### config.mk
export PLATFORM = sky130hd
export DESIGN_NAME = grmr_mul
export DESIGN_NICKNAME = d
export VERILOG_FILES = /design/src/grid_ray_march_range_macros.svh /design/src/grmr_pkg.sv /design/src/grmr_mul.sv
export SDC_FILE = /design/constraint.sdc
export NUM_CORES = 1
export LEC_CHECK = 0
export BUFFER_PORTS_ARGS = -buffer_cell sky130_fd_sc_hd__buf_2
export CAP_MARGIN = 20
export CORE_UTILIZATION = 50
export CTS_CLUSTER_SIZE = 20
export DETAILED_ROUTE_END_ITERATION = 6
export GPL_TIMING_DRIVEN = 0
export PLACE_DENSITY = 0.79
export SETUP_SLACK_MARGIN = 0.02
export SYNTH_ARGS = -nofsm -noshare
export SYNTH_HDL_FRONTEND = slang
export SYNTH_SLANG_ARGS = --single-unit
### constraint.sdc
create_clock -name clk -period 8.6 [get_ports clk]
set_input_delay 2.15 -clock clk [delete_from_list [all_inputs] [get_ports clk]]
set_output_delay 2.15 -clock clk [all_outputs]
set_load 0.02 [all_outputs]
### src/grid_ray_march_range_macros.svh
// ----------------------------------------------------------------------------
// Grid ray march range: assertion macros
// Shared assertion shorthands, clocked on clk and disabled during reset.
// ----------------------------------------------------------------------------
`ifndef GRID_RAY_MARCH_RANGE_MACROS_SVH
`define GRID_RAY_MARCH_RANGE_MACROS_SVH

// Same-cycle implication
`define GRMR_ASSERT_NOW(label, ante, cons, msg) \
  label: assert property (@(posedge clk) disable iff (!rst_n) (ante) |-> (cons)) \
    else $error(msg);

// Next-cycle implication
`define GRMR_ASSERT_NEXT(label, ante, cons, msg) \
  label: assert property (@(posedge clk) disable iff (!rst_n) (ante) |=> (cons)) \
    else $error(msg);

`endif

### src/grmr_pkg.sv
// ----------------------------------------------------------------------------
// Grid ray march range: package
// Shared constants, codes and state type of the ray marcher.
// ----------------------------------------------------------------------------
package grmr_pkg;

  // Parameter defaults
  localparam int GRID_DIM_DEF        = 256;
  localparam int MAX_STEPS_LIMIT_DEF = 1024;
  localparam int ANGLE_BITS_DEF      = 16;

  // Shared multiplier operand and product widths
  localparam int MUL_W  = 17;
  localparam int PROD_W = 2 * MUL_W;

  // Quarter-wave polynomial coefficients, Q16
  localparam logic [MUL_W-1:0] POLY_A = 17'd102944;
  localparam logic [MUL_W-1:0] POLY_B = 17'd42048;
  localparam logic [MUL_W-1:0] POLY_C = 17'd4640;

  // Largest Q1.15 magnitude
  localparam logic [14:0] Q15_MAX = 15'h7fff;

  // Full quarter-wave phase (z = 1.0 in Q16)
  localparam logic [MUL_W-1:0] Z_ONE = 17'h10000;

  // Cell kinds and actions
  localparam logic [1:0] KIND_FREE = 2'd0;
  localparam logic       ACT_WRITE = 1'b0;

  // Result status codes
  typedef enum logic [2:0] {
    STS_HIT        = 3'd0,
    STS_MAX_RANGE  = 3'd1,
    STS_LEFT_MAP   = 3'd2,
    STS_BAD_ANGLE  = 3'd3,
    STS_WRITE_DONE = 3'd4
  } status_t;

  // Configuration register indexes
  typedef enum logic [2:0] {
    CFG_POSE_X     = 3'd0,
    CFG_POSE_Y     = 3'd1,
    CFG_POSE_THETA = 3'd2,
    CFG_FOV        = 3'd3,
    CFG_MAX_STEPS  = 3'd4,
    CFG_MAP_WIDTH  = 3'd5,
    CFG_MAP_HEIGHT = 3'd6
  } cfg_idx_t;

  // Sequencer states
  typedef enum logic [3:0] {
    S_CLEAR,
    S_IDLE,
    S_ZSET,
    S_MUL_ZZ,
    S_MUL_Z2C,
    S_SUB_B,
    S_MUL_Z2T,
    S_SUB_A,
    S_MUL_ZT,
    S_SCALE,
    S_INIT,
    S_MARCH
  } state_t;

endpackage

### src/grmr_mul.sv
// ----------------------------------------------------------------------------
// Grid ray march range: shared multiplier
// Unsigned multiplier with a registered product, reused for every term of
// the sine polynomial.
// ----------------------------------------------------------------------------
module grmr_mul (
  input  logic                         clk,
  input  logic [grmr_pkg::MUL_W-1:0]  a,
  input  logic [grmr_pkg::MUL_W-1:0]  b,
  output logic [grmr_pkg::PROD_W-1:0] p
);

  logic [grmr_pkg::PROD_W-1:0] p_r;

  // Product register
  always_ff @(posedge clk) begin
    p_r <= grmr_pkg::PROD_W'(a) * grmr_pkg::PROD_W'(b);
  end

  assign p = p_r;

endmodule

==> results of run 1 <==
per-stage QoR:
step / util (%) / area (um2) / cells / hold WS, ns / worst slack, ns
floorplan: - / 10400 / 1182 / 2.28 / 1.28
global placement: 54.5 / 11100 / 1520 / 2.50 / 0.0814
detailed placement: 54.5 / 11100 / 1520 / 2.51 / 0.00778
CTS: 55.4 / 11300 / 1528 / 2.21 / 0.298
global route: 55.5 / 11300 / 1529 / 2.25 / 0.167
finish: 55.5 / 11300 / 1529 / 2.21 / 0.450
cells by family after synthesis:
kind of cell,after synthesis
mux,1
fa+ha+maj,332
compound gates,87
simple gates,370
xor+xnor,27
flops,34
buf+inv,331
worst min-delay path by stage:
stage,start,to,depth (start not counted)
floorplan,b[0],p[0],1
global placement,b[0],p[0],2
detailed placement,b[0],p[0],2
CTS,b[0],p[0],2
global route,b[0],p[0],2
finish,b[0],p[0],2
metal layers:
layer,vias up,global-route usage [%],wire (um)
met5,-,0,0
met4,0,11.0,1060
met3,78,4.13,1810
met2,326,44.9,13300
met1,4154,31.1,9940
li1,3670,-,-
placed cells by master, fill, tap and decap left out, types with 9 or more instances in the layout:
cell,synthesis,layout
sky130_fd_sc_hd__o21ai_0,12,12
sky130_fd_sc_hd__ha_1,108,108
sky130_fd_sc_hd__nand3_1,10,10
sky130_fd_sc_hd__xnor2_1,18,18
sky130_fd_sc_hd__a21oi_1,29,29
sky130_fd_sc_hd__buf_2,0,68
sky130_fd_sc_hd__nand2_1,193,193
sky130_fd_sc_hd__nor2_1,13,13
sky130_fd_sc_hd__inv_1,289,289
sky130_fd_sc_hd__and2_1,128,128
sky130_fd_sc_hd__xor2_1,9,9
sky130_fd_sc_hd__clkbuf_1,42,42
sky130_fd_sc_hd__dfxtp_1,34,34
sky130_fd_sc_hd__fa_1,224,224
area by class of cell:
cell class | instances | area [um2] | share of cell area [%]
tap | 270 | 338 | 3.00
multi-input combinational | 817 | 8460 | 75.1
inverter | 289 | 1080 | 9.63
buffer | 42 | 158 | 1.40
clock buffer | 5 | 125 | 1.11
timing repair buffer | 69 | 353 | 3.13
sequential | 34 | 681 | 6.04
clock inverter | 3 | 68.8 | 0.611
==> results.md, run 1 <==
### Global routing
- 13 — largest net degree at the start of global routing
- 8,583 — via count of the first global-routing pass
- 0 — antenna violations before repair
- 25.6% — global-route usage over all layers
- 0 — sum of overflow across all layers after global routing
- 42,200 um — global-route wire length before repair

### Final layout
- 6.59% — share of cells above drive strength 1
- 8.52% — Area Overhead vs Synth
- 1,864 — fill cell count
- 0 — antenna diode count
- 1,625 — Net count, final
- 34 — number of flip-flops in the largest register

### Timing
- 0.748 ns — measured slew at the worst slew-check pin
- 0 — final count of pins violating max slew
- false — unrepaired setup endpoints after global routing
- 0 ns — total negative slack for setup checks
- 0 — final setup vio count
- 123 MHz — maximum frequency from static timing analysis
- 50.1% — Slew HR
- 0 — final-report hold violation count
- 8.15 ns — final period demand of the worst path
- 94.8% — post-route fraction of the period consumed by the critical path

### Worst setup path
- p[32] — worst setup path end
- sky130_fd_sc_hd__fa_1 — critical-path cell with the highest stage delay
- adder cells — CP top delay family
- input pin to flop — critical path type
- sky130_fd_sc_hd__fa_1 — most used cell, CP
- flop — sort of element at the end of the critical path
- buf_2 > clkbuf_1 > nand2_1 > fa_1 > fa_1 > inv_1 > fa_1 > fa_1 > fa_1 > inv_1 > fa_1 > inv_1 > ha_1 > clkbuf_1 > a21oi_1 > o21a_1 > nand2_1 > a2111oi_2 > o21ai_0 > a311oi_1 — ordered cell list for the critical path
- a[10] — worst setup path startpoint
- 20 — Crit path depth
- 6 — Worst Path Buf+Inv
- 8.80 ns — Required @ worst endpoint
- 10 — crit-path max FO
- input pin — Critical Path Start Type
- 0.62 ns — delay of the slowest critical-path stage
- 8.35 ns — Critical Path AT

### Placement
- 0.949 — routability congestion estimate
- 21,700 um — placed wire-length estimate after detailed placement
- 68 — number of buffers inserted by port buffering

### Clock network
- 34 — count of clock tree sinks
- 2 — H-Tree Level Count
- 0 — # resized after CTS
- 0.06 ns — clock-pin transition on the worst setup and hold timing paths
- 0 — number of setup buffers added after CTS
- built — CTS tree
- 5 — total CTS buffers
- 0 — hold bufs inserted after CTS
- sky130_fd_sc_hd__clkbuf_16 — CTS Root Buffer Type
- 2 — maximum count of clock buffers along a single path

### Synthesis
- 56.2% — Adder-Cell Fraction of Synth Area
- adder cells — main combinational cell family by area after synthesis
- 10,400 um2 — cell area after synthesis
- 8.78 um2 — mean instance size in the synthesized netlist
- 6.56% — sequential cell area fraction in the yosys report
- 0 — Syn. warnings
- 0 — Post-synth EDFFs
- 1,549 — Net Count, Synth
- 5.68% — share of the synthesized area in compound gates (AO/OA/AOI/OAI)
- 43.2% — Yosys top cell area share
- sky130_fd_sc_hd__dfxtp_1 — Main synth FF type
- sky130_fd_sc_hd__inv_1 — cell with the most instances after synthesis
- 289 x sky130_fd_sc_hd__inv_1, 224 x sky130_fd_sc_hd__fa_1, 193 x sky130_fd_sc_hd__nand2_1 — most frequent cells after synthesis
- 0.108% — mux contribution to synthesized area
- 17.2% — Simple-Gate Fraction of Synth Area
- 0% — proportion of synthesized flip-flops having asynchronous set or reset
- 34 — synthesized flop and latch total
- 47 — unique cell type count in the Yosys netlist
- 2.28% — Synth Area in XOR/XNOR
- sky130_fd_sc_hd__fa_1 — biggest area consumer among synthesized cells
- 1,182 — cell count after synthesis
- sky130_fd_sc_hd__fa_1 43%, sky130_fd_sc_hd__ha_1 13%, sky130_fd_sc_hd__inv_1 10% — largest cells by area after synthesis

### Routing
- 5.38 — via density per instance
- 0 — Residual DRC
- 0 — remaining antenna violation count
- 17.1 um — Avg WL per Cell
- 26,100 um — WL final
- 5 — first-pass iteration count of the detailed router
- 8,228 — via count
- 415 — 1st-iter DRT viols

### Floorplanning
- 146 um — Die Span X
- 52 — placement row count
- 51.1% — Starting Density
- 21,300 um2 — area of the die
- 69 — I/O pin count
- 20,300 um2 — Std-Cell Core Area
- 146 um — die height

### Run status
- finished, final reports clean — status

### Flow run
- 0 — max-cap violations

### Worst hold path
- input pin to flop — Hold/Removal Path Class

Power of run 1 is left out: the tool's default activity adds up to more than one toggle a clock period on the data nets, which glitch-free logic cannot reach.
==> run 2: changes to the inputs <==
--- a/config.mk
+++ b/config.mk
@@ -11,7 +11,7 @@
 export CTS_CLUSTER_SIZE = 20
 export DETAILED_ROUTE_END_ITERATION = 6
 export GPL_TIMING_DRIVEN = 0
-export PLACE_DENSITY = 0.79
+export PLACE_DENSITY = 0.81
 export SETUP_SLACK_MARGIN = 0.02
 export SYNTH_ARGS = -nofsm -noshare
 export SYNTH_HDL_FRONTEND = slang
==> constraint.sdc (replaced) <==
create_clock -name clk -period 7.38 [get_ports clk]
set_input_delay 1.845 -clock clk [delete_from_list [all_inputs] [get_ports clk]]
set_output_delay 1.845 -clock clk [all_outputs]
set_load 0.02 [all_outputs]
==> results.md, run 2 (synthesis gave the netlist of run 1 again) <==
### Worst setup path
- buf_2 > clkbuf_4 > nand2_1 > fa_1 > inv_1 > fa_1 > fa_1 > fa_1 > fa_1 > inv_1 > fa_1 > inv_1 > ha_1 > clkbuf_1 > a21oi_2 > o21ai_0 > a211o_1 > and3_1 > nor3_2 > xnor2_1 — ordered cell list for the critical path
- input pin to flop — critical path type
- sky130_fd_sc_hd__fa_1 — most used cell, CP
- 0.56 ns — delay of the slowest critical-path stage, -0.06 ns
- sky130_fd_sc_hd__fa_1 — critical-path cell with the highest stage delay
- input pin — Critical Path Start Type
- 7.42 ns — Critical Path AT, -0.93 ns
- 7.61 ns — Required @ worst endpoint, -1.19 ns
- a[7] — worst setup path startpoint
- 10 — crit-path max FO, unchanged
- flop — sort of element at the end of the critical path
- p[29] — worst setup path end

### Placement
- 0.969 — routability congestion estimate, +2.2%
- 68 — number of buffers inserted by port buffering, unchanged
- 21,500 um — placed wire-length estimate after detailed placement, -0.58%
- 1,520 — cell count after placement, unchanged

### Routing
- 5.32 — via density per instance, -1.2%
- 0 — remaining antenna violation count, unchanged
- 467 — 1st-iter DRT viols, +13%
- 0 — Residual DRC, unchanged
- 25,200 um — WL final, -3.5%
- 5 — first-pass iteration count of the detailed router, unchanged
- 8,051 — via count, -2.2%
- 16.7 um — Avg WL per Cell, -2.5%

### Final layout
- 9.34% — Area Overhead vs Synth
- 9.33% — share of cells above drive strength 1, +2.7 points
- 1,609 — Net count, final, -0.98%
- 289 x sky130_fd_sc_hd__inv_1, 224 x sky130_fd_sc_hd__fa_1, 193 x sky130_fd_sc_hd__nand2_1, 128 x sky130_fd_sc_hd__and2_1, 107 x sky130_fd_sc_hd__ha_1 — commonest cells after routing, fill and taps aside
- 34 — number of flip-flops in the largest register, unchanged
- 8540 um2 — area used by multi-input combinational logic, +0.99%
- 1,514 — fin cells, -0.98%
- 681 um2 — footprint of the flip-flops and latches, unchanged
- 1,807 — fill cell count, -3.1%
- sky130_fd_sc_hd__inv_1 — leading cell type in the layout, fill and taps excluded

### Timing
- 7.19 ns — final period demand of the worst path
- 97.5% — post-route fraction of the period consumed by the critical path
- 0 — final count of pins violating max slew, unchanged
- 0 — final-report hold violation count, unchanged
- 0.510 ns — measured slew at the worst slew-check pin, -0.238 ns
- 65.6% — Slew HR, +16 points
- 139 MHz — maximum frequency from static timing analysis
- 0 — final setup vio count, unchanged
- true — unrepaired setup endpoints after global routing
- 0 ns — total negative slack for setup checks, unchanged

### Clock network
- 34 — count of clock tree sinks, unchanged
- 5 — total CTS buffers, unchanged
- built — CTS tree
- 2 — maximum count of clock buffers along a single path, unchanged
- sky130_fd_sc_hd__clkbuf_16 — CTS Root Buffer Type
- 0.06 ns — clock-pin transition on the worst setup and hold timing paths, about the same
- 2 — H-Tree Level Count, unchanged

### Floorplanning
- 69 — I/O pin count, unchanged
- 20,300 um2 — Std-Cell Core Area, unchanged
- 146 um — Die Span X, unchanged
- 21,300 um2 — area of the die, unchanged
- 51.1% — Starting Density, unchanged
- 52 — placement row count, unchanged
- 146 um — die height, unchanged

### Worst hold path
- b[0] — startpoint of the lowest-slack hold path
- input pin to flop — Hold/Removal Path Class

### Global routing
- 41,700 um — global-route wire length before repair, -1.3%
- 0 — antenna violations before repair, unchanged
- 8,553 — via count of the first global-routing pass, -0.35%
- 25.1% — global-route usage over all layers, -0.46 points
- 0 — sum of overflow across all layers after global routing, unchanged
- 18 — largest net degree at the start of global routing, +5

### Flow run
- 0 — max-cap violations, unchanged

### Run status
- finished, final reports clean — status

-- run 2: cell count changes in the layout (fill, tap and decap cells not counted), moves of 5 or more --
cell                       change
sky130_fd_sc_hd__clkbuf_4     +13
sky130_fd_sc_hd__a21oi_1       -5
sky130_fd_sc_hd__a21oi_2       +5
sky130_fd_sc_hd__clkbuf_1     -35
sky130_fd_sc_hd__buf_4         +5
-- run 2: layout make-up --
type / instances / share of cell area [%]
inverters: 289 / 9.56
plain buffers: 26 / 1.61
clock inverters: 3 / 0.397
flip-flops and latches: 34 / 6.00
clock buffers: 5 / 1.10
well taps: 270 / 2.98
diodes: 1 / 0.0220
multi-input cells: 817 / 75.3
repair buffers: 69 / 3.09
-- run 2: worst min-delay path by stage --
stage | endpoint | depth (start not counted) | slack [ns]
after floorplan | p[0] | 1 | 1.97
after global placement | p[0] | 2 | 2.20
after detailed placement | p[0] | 2 | 2.20
after CTS | p[0] | 2 | 1.90
after global routing | p[0] | 2 | 1.93
final | p[0] | 2 | 1.90
-- run 2: metal layers --
metal	global-route usage [%]	vias up	routed length (um)
met5	0	-	0
met4	11.3	0	1040
met3	3.25	70	1360
met2	43.8	277	12900
met1	31.2	4062	9960
li1	-	3642	-
-- run 2: timing repair --
action | 4_1_cts | 5_1_grt
endpoints found under the setup margin | 10 | 9
setup buffers | 0 | 1
resized for setup | 37 | 38
hold buffers | 0 | 0
pin swaps | 0 | 5
-- run 2: metrics by stage --
stage	setup slack, ns	utilization [%]	hold slack [ns]	area [um2]
4_1_cts	0.0237	55.5	1.90	11300
3_3_place_gp	-0.809	54.5	2.20	11100
6_report	0.186	55.9	1.90	11400
5_1_grt	-0.0307	55.9	1.93	11300
3_5_place_dp	-0.897	54.5	2.20	11100
2_1_floorplan	0.366	-	1.97	10400
-- run 2: worst max-delay path: cells and delay by family --
family          cells  cell delay, ns
compound gates      3            0.73
simple gates        3            0.54
fa+ha+maj           7            3.29
xor+xnor            1            0.14
buf+inv             6            0.85
Power of run 2 is left out for the same reason.
==> run 3: changes to the inputs <==
--- a/config.mk
+++ b/config.mk
@@ -5,6 +5,7 @@
 export SDC_FILE = /design/constraint.sdc
 export NUM_CORES = 1
 export LEC_CHECK = 0
+export ABC_AREA = 1
 export BUFFER_PORTS_ARGS = -buffer_cell sky130_fd_sc_hd__buf_2
 export CAP_MARGIN = 20
 export CORE_UTILIZATION = 50
==> results.md, run 3 <==
### Run status
- finished, violations left — status
- DRC — failing checks

### Synthesis
- 11,300 um2 — cell area after synthesis, +8.4%
- 0% — proportion of synthesized flip-flops having asynchronous set or reset, unchanged
- 496 x sky130_fd_sc_hd__inv_1, 475 x sky130_fd_sc_hd__nand2_1, 224 x sky130_fd_sc_hd__fa_1 — most frequent cells after synthesis
- 0 — Post-synth EDFFs, unchanged
- 1.58% — share of the synthesized area in compound gates (AO/OA/AOI/OAI), -4.1 points
- 20.4% — Simple-Gate Fraction of Synth Area, +3.2 points
- 24 — unique cell type count in the Yosys netlist, -49%
- 7.29 um2 — mean instance size in the synthesized netlist, -17%
- sky130_fd_sc_hd__dfxtp_1 — Main synth FF type
- 51.8% — Adder-Cell Fraction of Synth Area, -4.4 points
- 0 — Syn. warnings, unchanged
- 0% — mux contribution to synthesized area, -0.11 points
- 1.24% — Synth Area in XOR/XNOR, -1.0 points
- sky130_fd_sc_hd__fa_1 40%, sky130_fd_sc_hd__inv_1 17%, sky130_fd_sc_hd__nand2_1 16% — largest cells by area after synthesis
- 1,544 — cell count after synthesis, +31%
- 39.8% — Yosys top cell area share, -3.4 points
- 6.05% — sequential cell area fraction in the yosys report, -0.51 points
- sky130_fd_sc_hd__inv_1 — cell with the most instances after synthesis
- sky130_fd_sc_hd__fa_1 — biggest area consumer among synthesized cells
- 34 — synthesized flop and latch total, unchanged
- adder cells — main combinational cell family by area after synthesis
- 1,911 — Net Count, Synth, +23%

### Final layout
- 8450 um2 — area used by multi-input combinational logic, -1.1%
- 34 — number of flip-flops in the largest register, unchanged
- 0 — antenna diode count, -1
- 7.06% — share of cells above drive strength 1, -2.3 points
- 496 x sky130_fd_sc_hd__inv_1, 475 x sky130_fd_sc_hd__nand2_1, 224 x sky130_fd_sc_hd__fa_1, 108 x sky130_fd_sc_hd__ha_1, 36 x sky130_fd_sc_hd__nor2_1 — commonest cells after routing, fill and taps aside
- 12,000 um2 — design area, +5.4%
- 2,040 — fill cell count, +13%
- 1,866 — fin cells, +23%
- 6.29% — Area Overhead vs Synth
- 1,952 — Net count, final, +21%
- 681 um2 — footprint of the flip-flops and latches, unchanged
- sky130_fd_sc_hd__inv_1 — leading cell type in the layout, fill and taps excluded

### Worst setup path
- 0.57 ns — delay of the slowest critical-path stage, about the same
- sky130_fd_sc_hd__fa_1 — most used cell, CP
- adder cells — CP top delay family
- clkbuf_1 > clkbuf_2 > nand2_1 > fa_1 > fa_1 > fa_1 > fa_1 > inv_1 > fa_1 > inv_1 > fa_1 > inv_1 > ha_1 > nand2_1 > nor2_1 > nand3_1 > nand2_1 > nand2_1 > nand3_1 > nand2_1 — ordered cell list for the critical path
- 7.56 ns — Required @ worst endpoint, -0.05 ns
- input pin to flop — critical path type
- 10 — crit-path max FO, unchanged
- a[9] — worst setup path startpoint
- 20 — Crit path depth, unchanged
- flop — sort of element at the end of the critical path
- sky130_fd_sc_hd__fa_1 — critical-path cell with the highest stage delay
- input pin — Critical Path Start Type
- 7.28 ns — Critical Path AT, -0.14 ns
- 5 — Worst Path Buf+Inv, -1

### Timing
- 96.2% — post-route fraction of the period consumed by the critical path, -1.3 points
- 7.10 ns — final period demand of the worst path, -0.0963 ns
- 0.282 ns — worst path setup slack after routing, +0.0963 ns
- 0 — final setup vio count, unchanged
- 1.93 ns — hold slack final, +0.0214 ns
- true — unrepaired setup endpoints after global routing
- 0 — final count of pins violating max slew, unchanged
- 0 — final-report hold violation count, unchanged
- 141 MHz — maximum frequency from static timing analysis, +1.4%
- 0.643 ns — measured slew at the worst slew-check pin, +0.133 ns
- 57.1% — Slew HR, -8.5 points

### Floorplanning
- 152 um — Die Span X, +4.1%
- 23,100 um2 — area of the die, +8.3%
- 69 — I/O pin count, unchanged
- 54 — placement row count, +3.8%
- 22,000 um2 — Std-Cell Core Area, +8.2%
- 51.3% — Starting Density, +0.12 points
- 152 um — die height, +4.1%

### Global routing
- 46,200 um — global-route wire length before repair, +11%
- 13 — largest net degree at the start of global routing, -5
- met2 — most crowded layer after global routing
- 31.6% — grt met1 use, +0.35 points
- 43.5% — met2 capacity usage during global routing, -0.24 points
- 25.3% — global-route usage over all layers, +0.14 points
- 0 — sum of overflow across all layers after global routing, unchanged
- 0 — antenna violations before repair, unchanged
- 3.85% — met3 Usage GRT, +0.60 points
- 9,530 — via count of the first global-routing pass, +11%

### Placement
- 24,100 um — placed wire-length estimate after detailed placement, +12%
- 34 — number of buffers inserted by port buffering, -50%
- 11,800 um2 — placement-stage cell area, +6.5%
- 1,858 — cell count after placement, +22%
- 0.954 — routability congestion estimate, -1.6%
- -0.244 ns — setup slack after placement, +0.653 ns

### Worst hold path
- b[0] — startpoint of the lowest-slack hold path
- 3 — worst hold path stage count, +1
- p[0] — Hold EP
- input pin to flop — Hold/Removal Path Class

### Routing
- 648 — 1st-iter DRT viols, +39%
- 0 — remaining antenna violation count, unchanged
- 27,800 um — WL final, +10%
- 9,300 — via count, +16%
- 14.9 um — Avg WL per Cell, -11%
- 4 — Residual DRC, +4
- 7 — first-pass iteration count of the detailed router, +2
- 4.98 — via density per instance, -6.3%

### Clock network
- 2 — H-Tree Level Count, unchanged
- sky130_fd_sc_hd__clkbuf_16 — CTS Root Buffer Type
- 5 — total CTS buffers, unchanged
- 34 — count of clock tree sinks, unchanged
- 0 — hold bufs inserted after CTS, unchanged
- built — CTS tree
- 0 — number of setup buffers added after CTS, unchanged
- 0.06 ns — clock-pin transition on the worst setup and hold timing paths, about the same
- 2 — maximum count of clock buffers along a single path, unchanged

### Flow run
- 0 — max-cap violations, unchanged

==> run 3: cell types whose count changed after synthesis, moves of 9 or more <==
cell / before / now
sky130_fd_sc_hd__nand3_1: 10 / 19
sky130_fd_sc_hd__nor2_1: 13 / 36
sky130_fd_sc_hd__nand2_1: 193 / 475
sky130_fd_sc_hd__nand2_2: 0 / 18
sky130_fd_sc_hd__and2_1: 128 / 0
sky130_fd_sc_hd__xnor2_1: 18 / 3
sky130_fd_sc_hd__o21ai_0: 12 / 1
sky130_fd_sc_hd__a21oi_1: 29 / 20
sky130_fd_sc_hd__clkbuf_1: 42 / 68
sky130_fd_sc_hd__inv_1: 289 / 496
==> run 3: layer usage <==
layer  part of all wire, %  vias to the layer above
li1                      -                     4338
met1                    38                     4471
met2                    49                      401
met3                   8.4                       90
met4                   4.7                        0
met5                     0                        -
==> run 3: stage by stage <==
stage	TNS, ns	util, %
after floorplan	0	-
after global placement	-1.80	53.6
after detailed placement	-3.40	53.6
after CTS	0	54.3
after global routing	-0.00421	54.5
final	0	54.5
==> run 3: what timing repair did <==
item,4_1_cts,5_1_grt
setup endpoints to repair,0,20
hold endpoints to repair,0,0
resized for setup,0,67
==> run 3: cell type report <==
type                       count  share of cell area, %
multi-input combinational    943                   70.6
inverter                     499                   15.7
sequential                    34                   5.69
tap                          280                   2.93
buffer                        68                   2.48
timing repair buffer          34                   1.42
clock buffer                   5                   1.05
clock inverter                 3                  0.178
==> run 3: cell families (layout without fill, tap and decap cells) <==
kind of cell / after synthesis / count (layout)
and+or+nand+nor: 567 / 567
buffers and inverters: 567 / 609
adders and majority gates: 332 / 332
DFF: 34 / 34
AOI/OAI and AO/OA: 28 / 28
xor gates and xnor gates: 16 / 16
==> run 3: worst max path at each step <==
stage	end	slack (ns)
finish	p[32]	0.28
global route	p[24]	-0.004
CTS	p[27]	0.03
detailed placement	p[32]	-0.24
global placement	p[32]	-0.15
floorplan	p[27]	0.66
Power of run 3 is left out for the same reason.
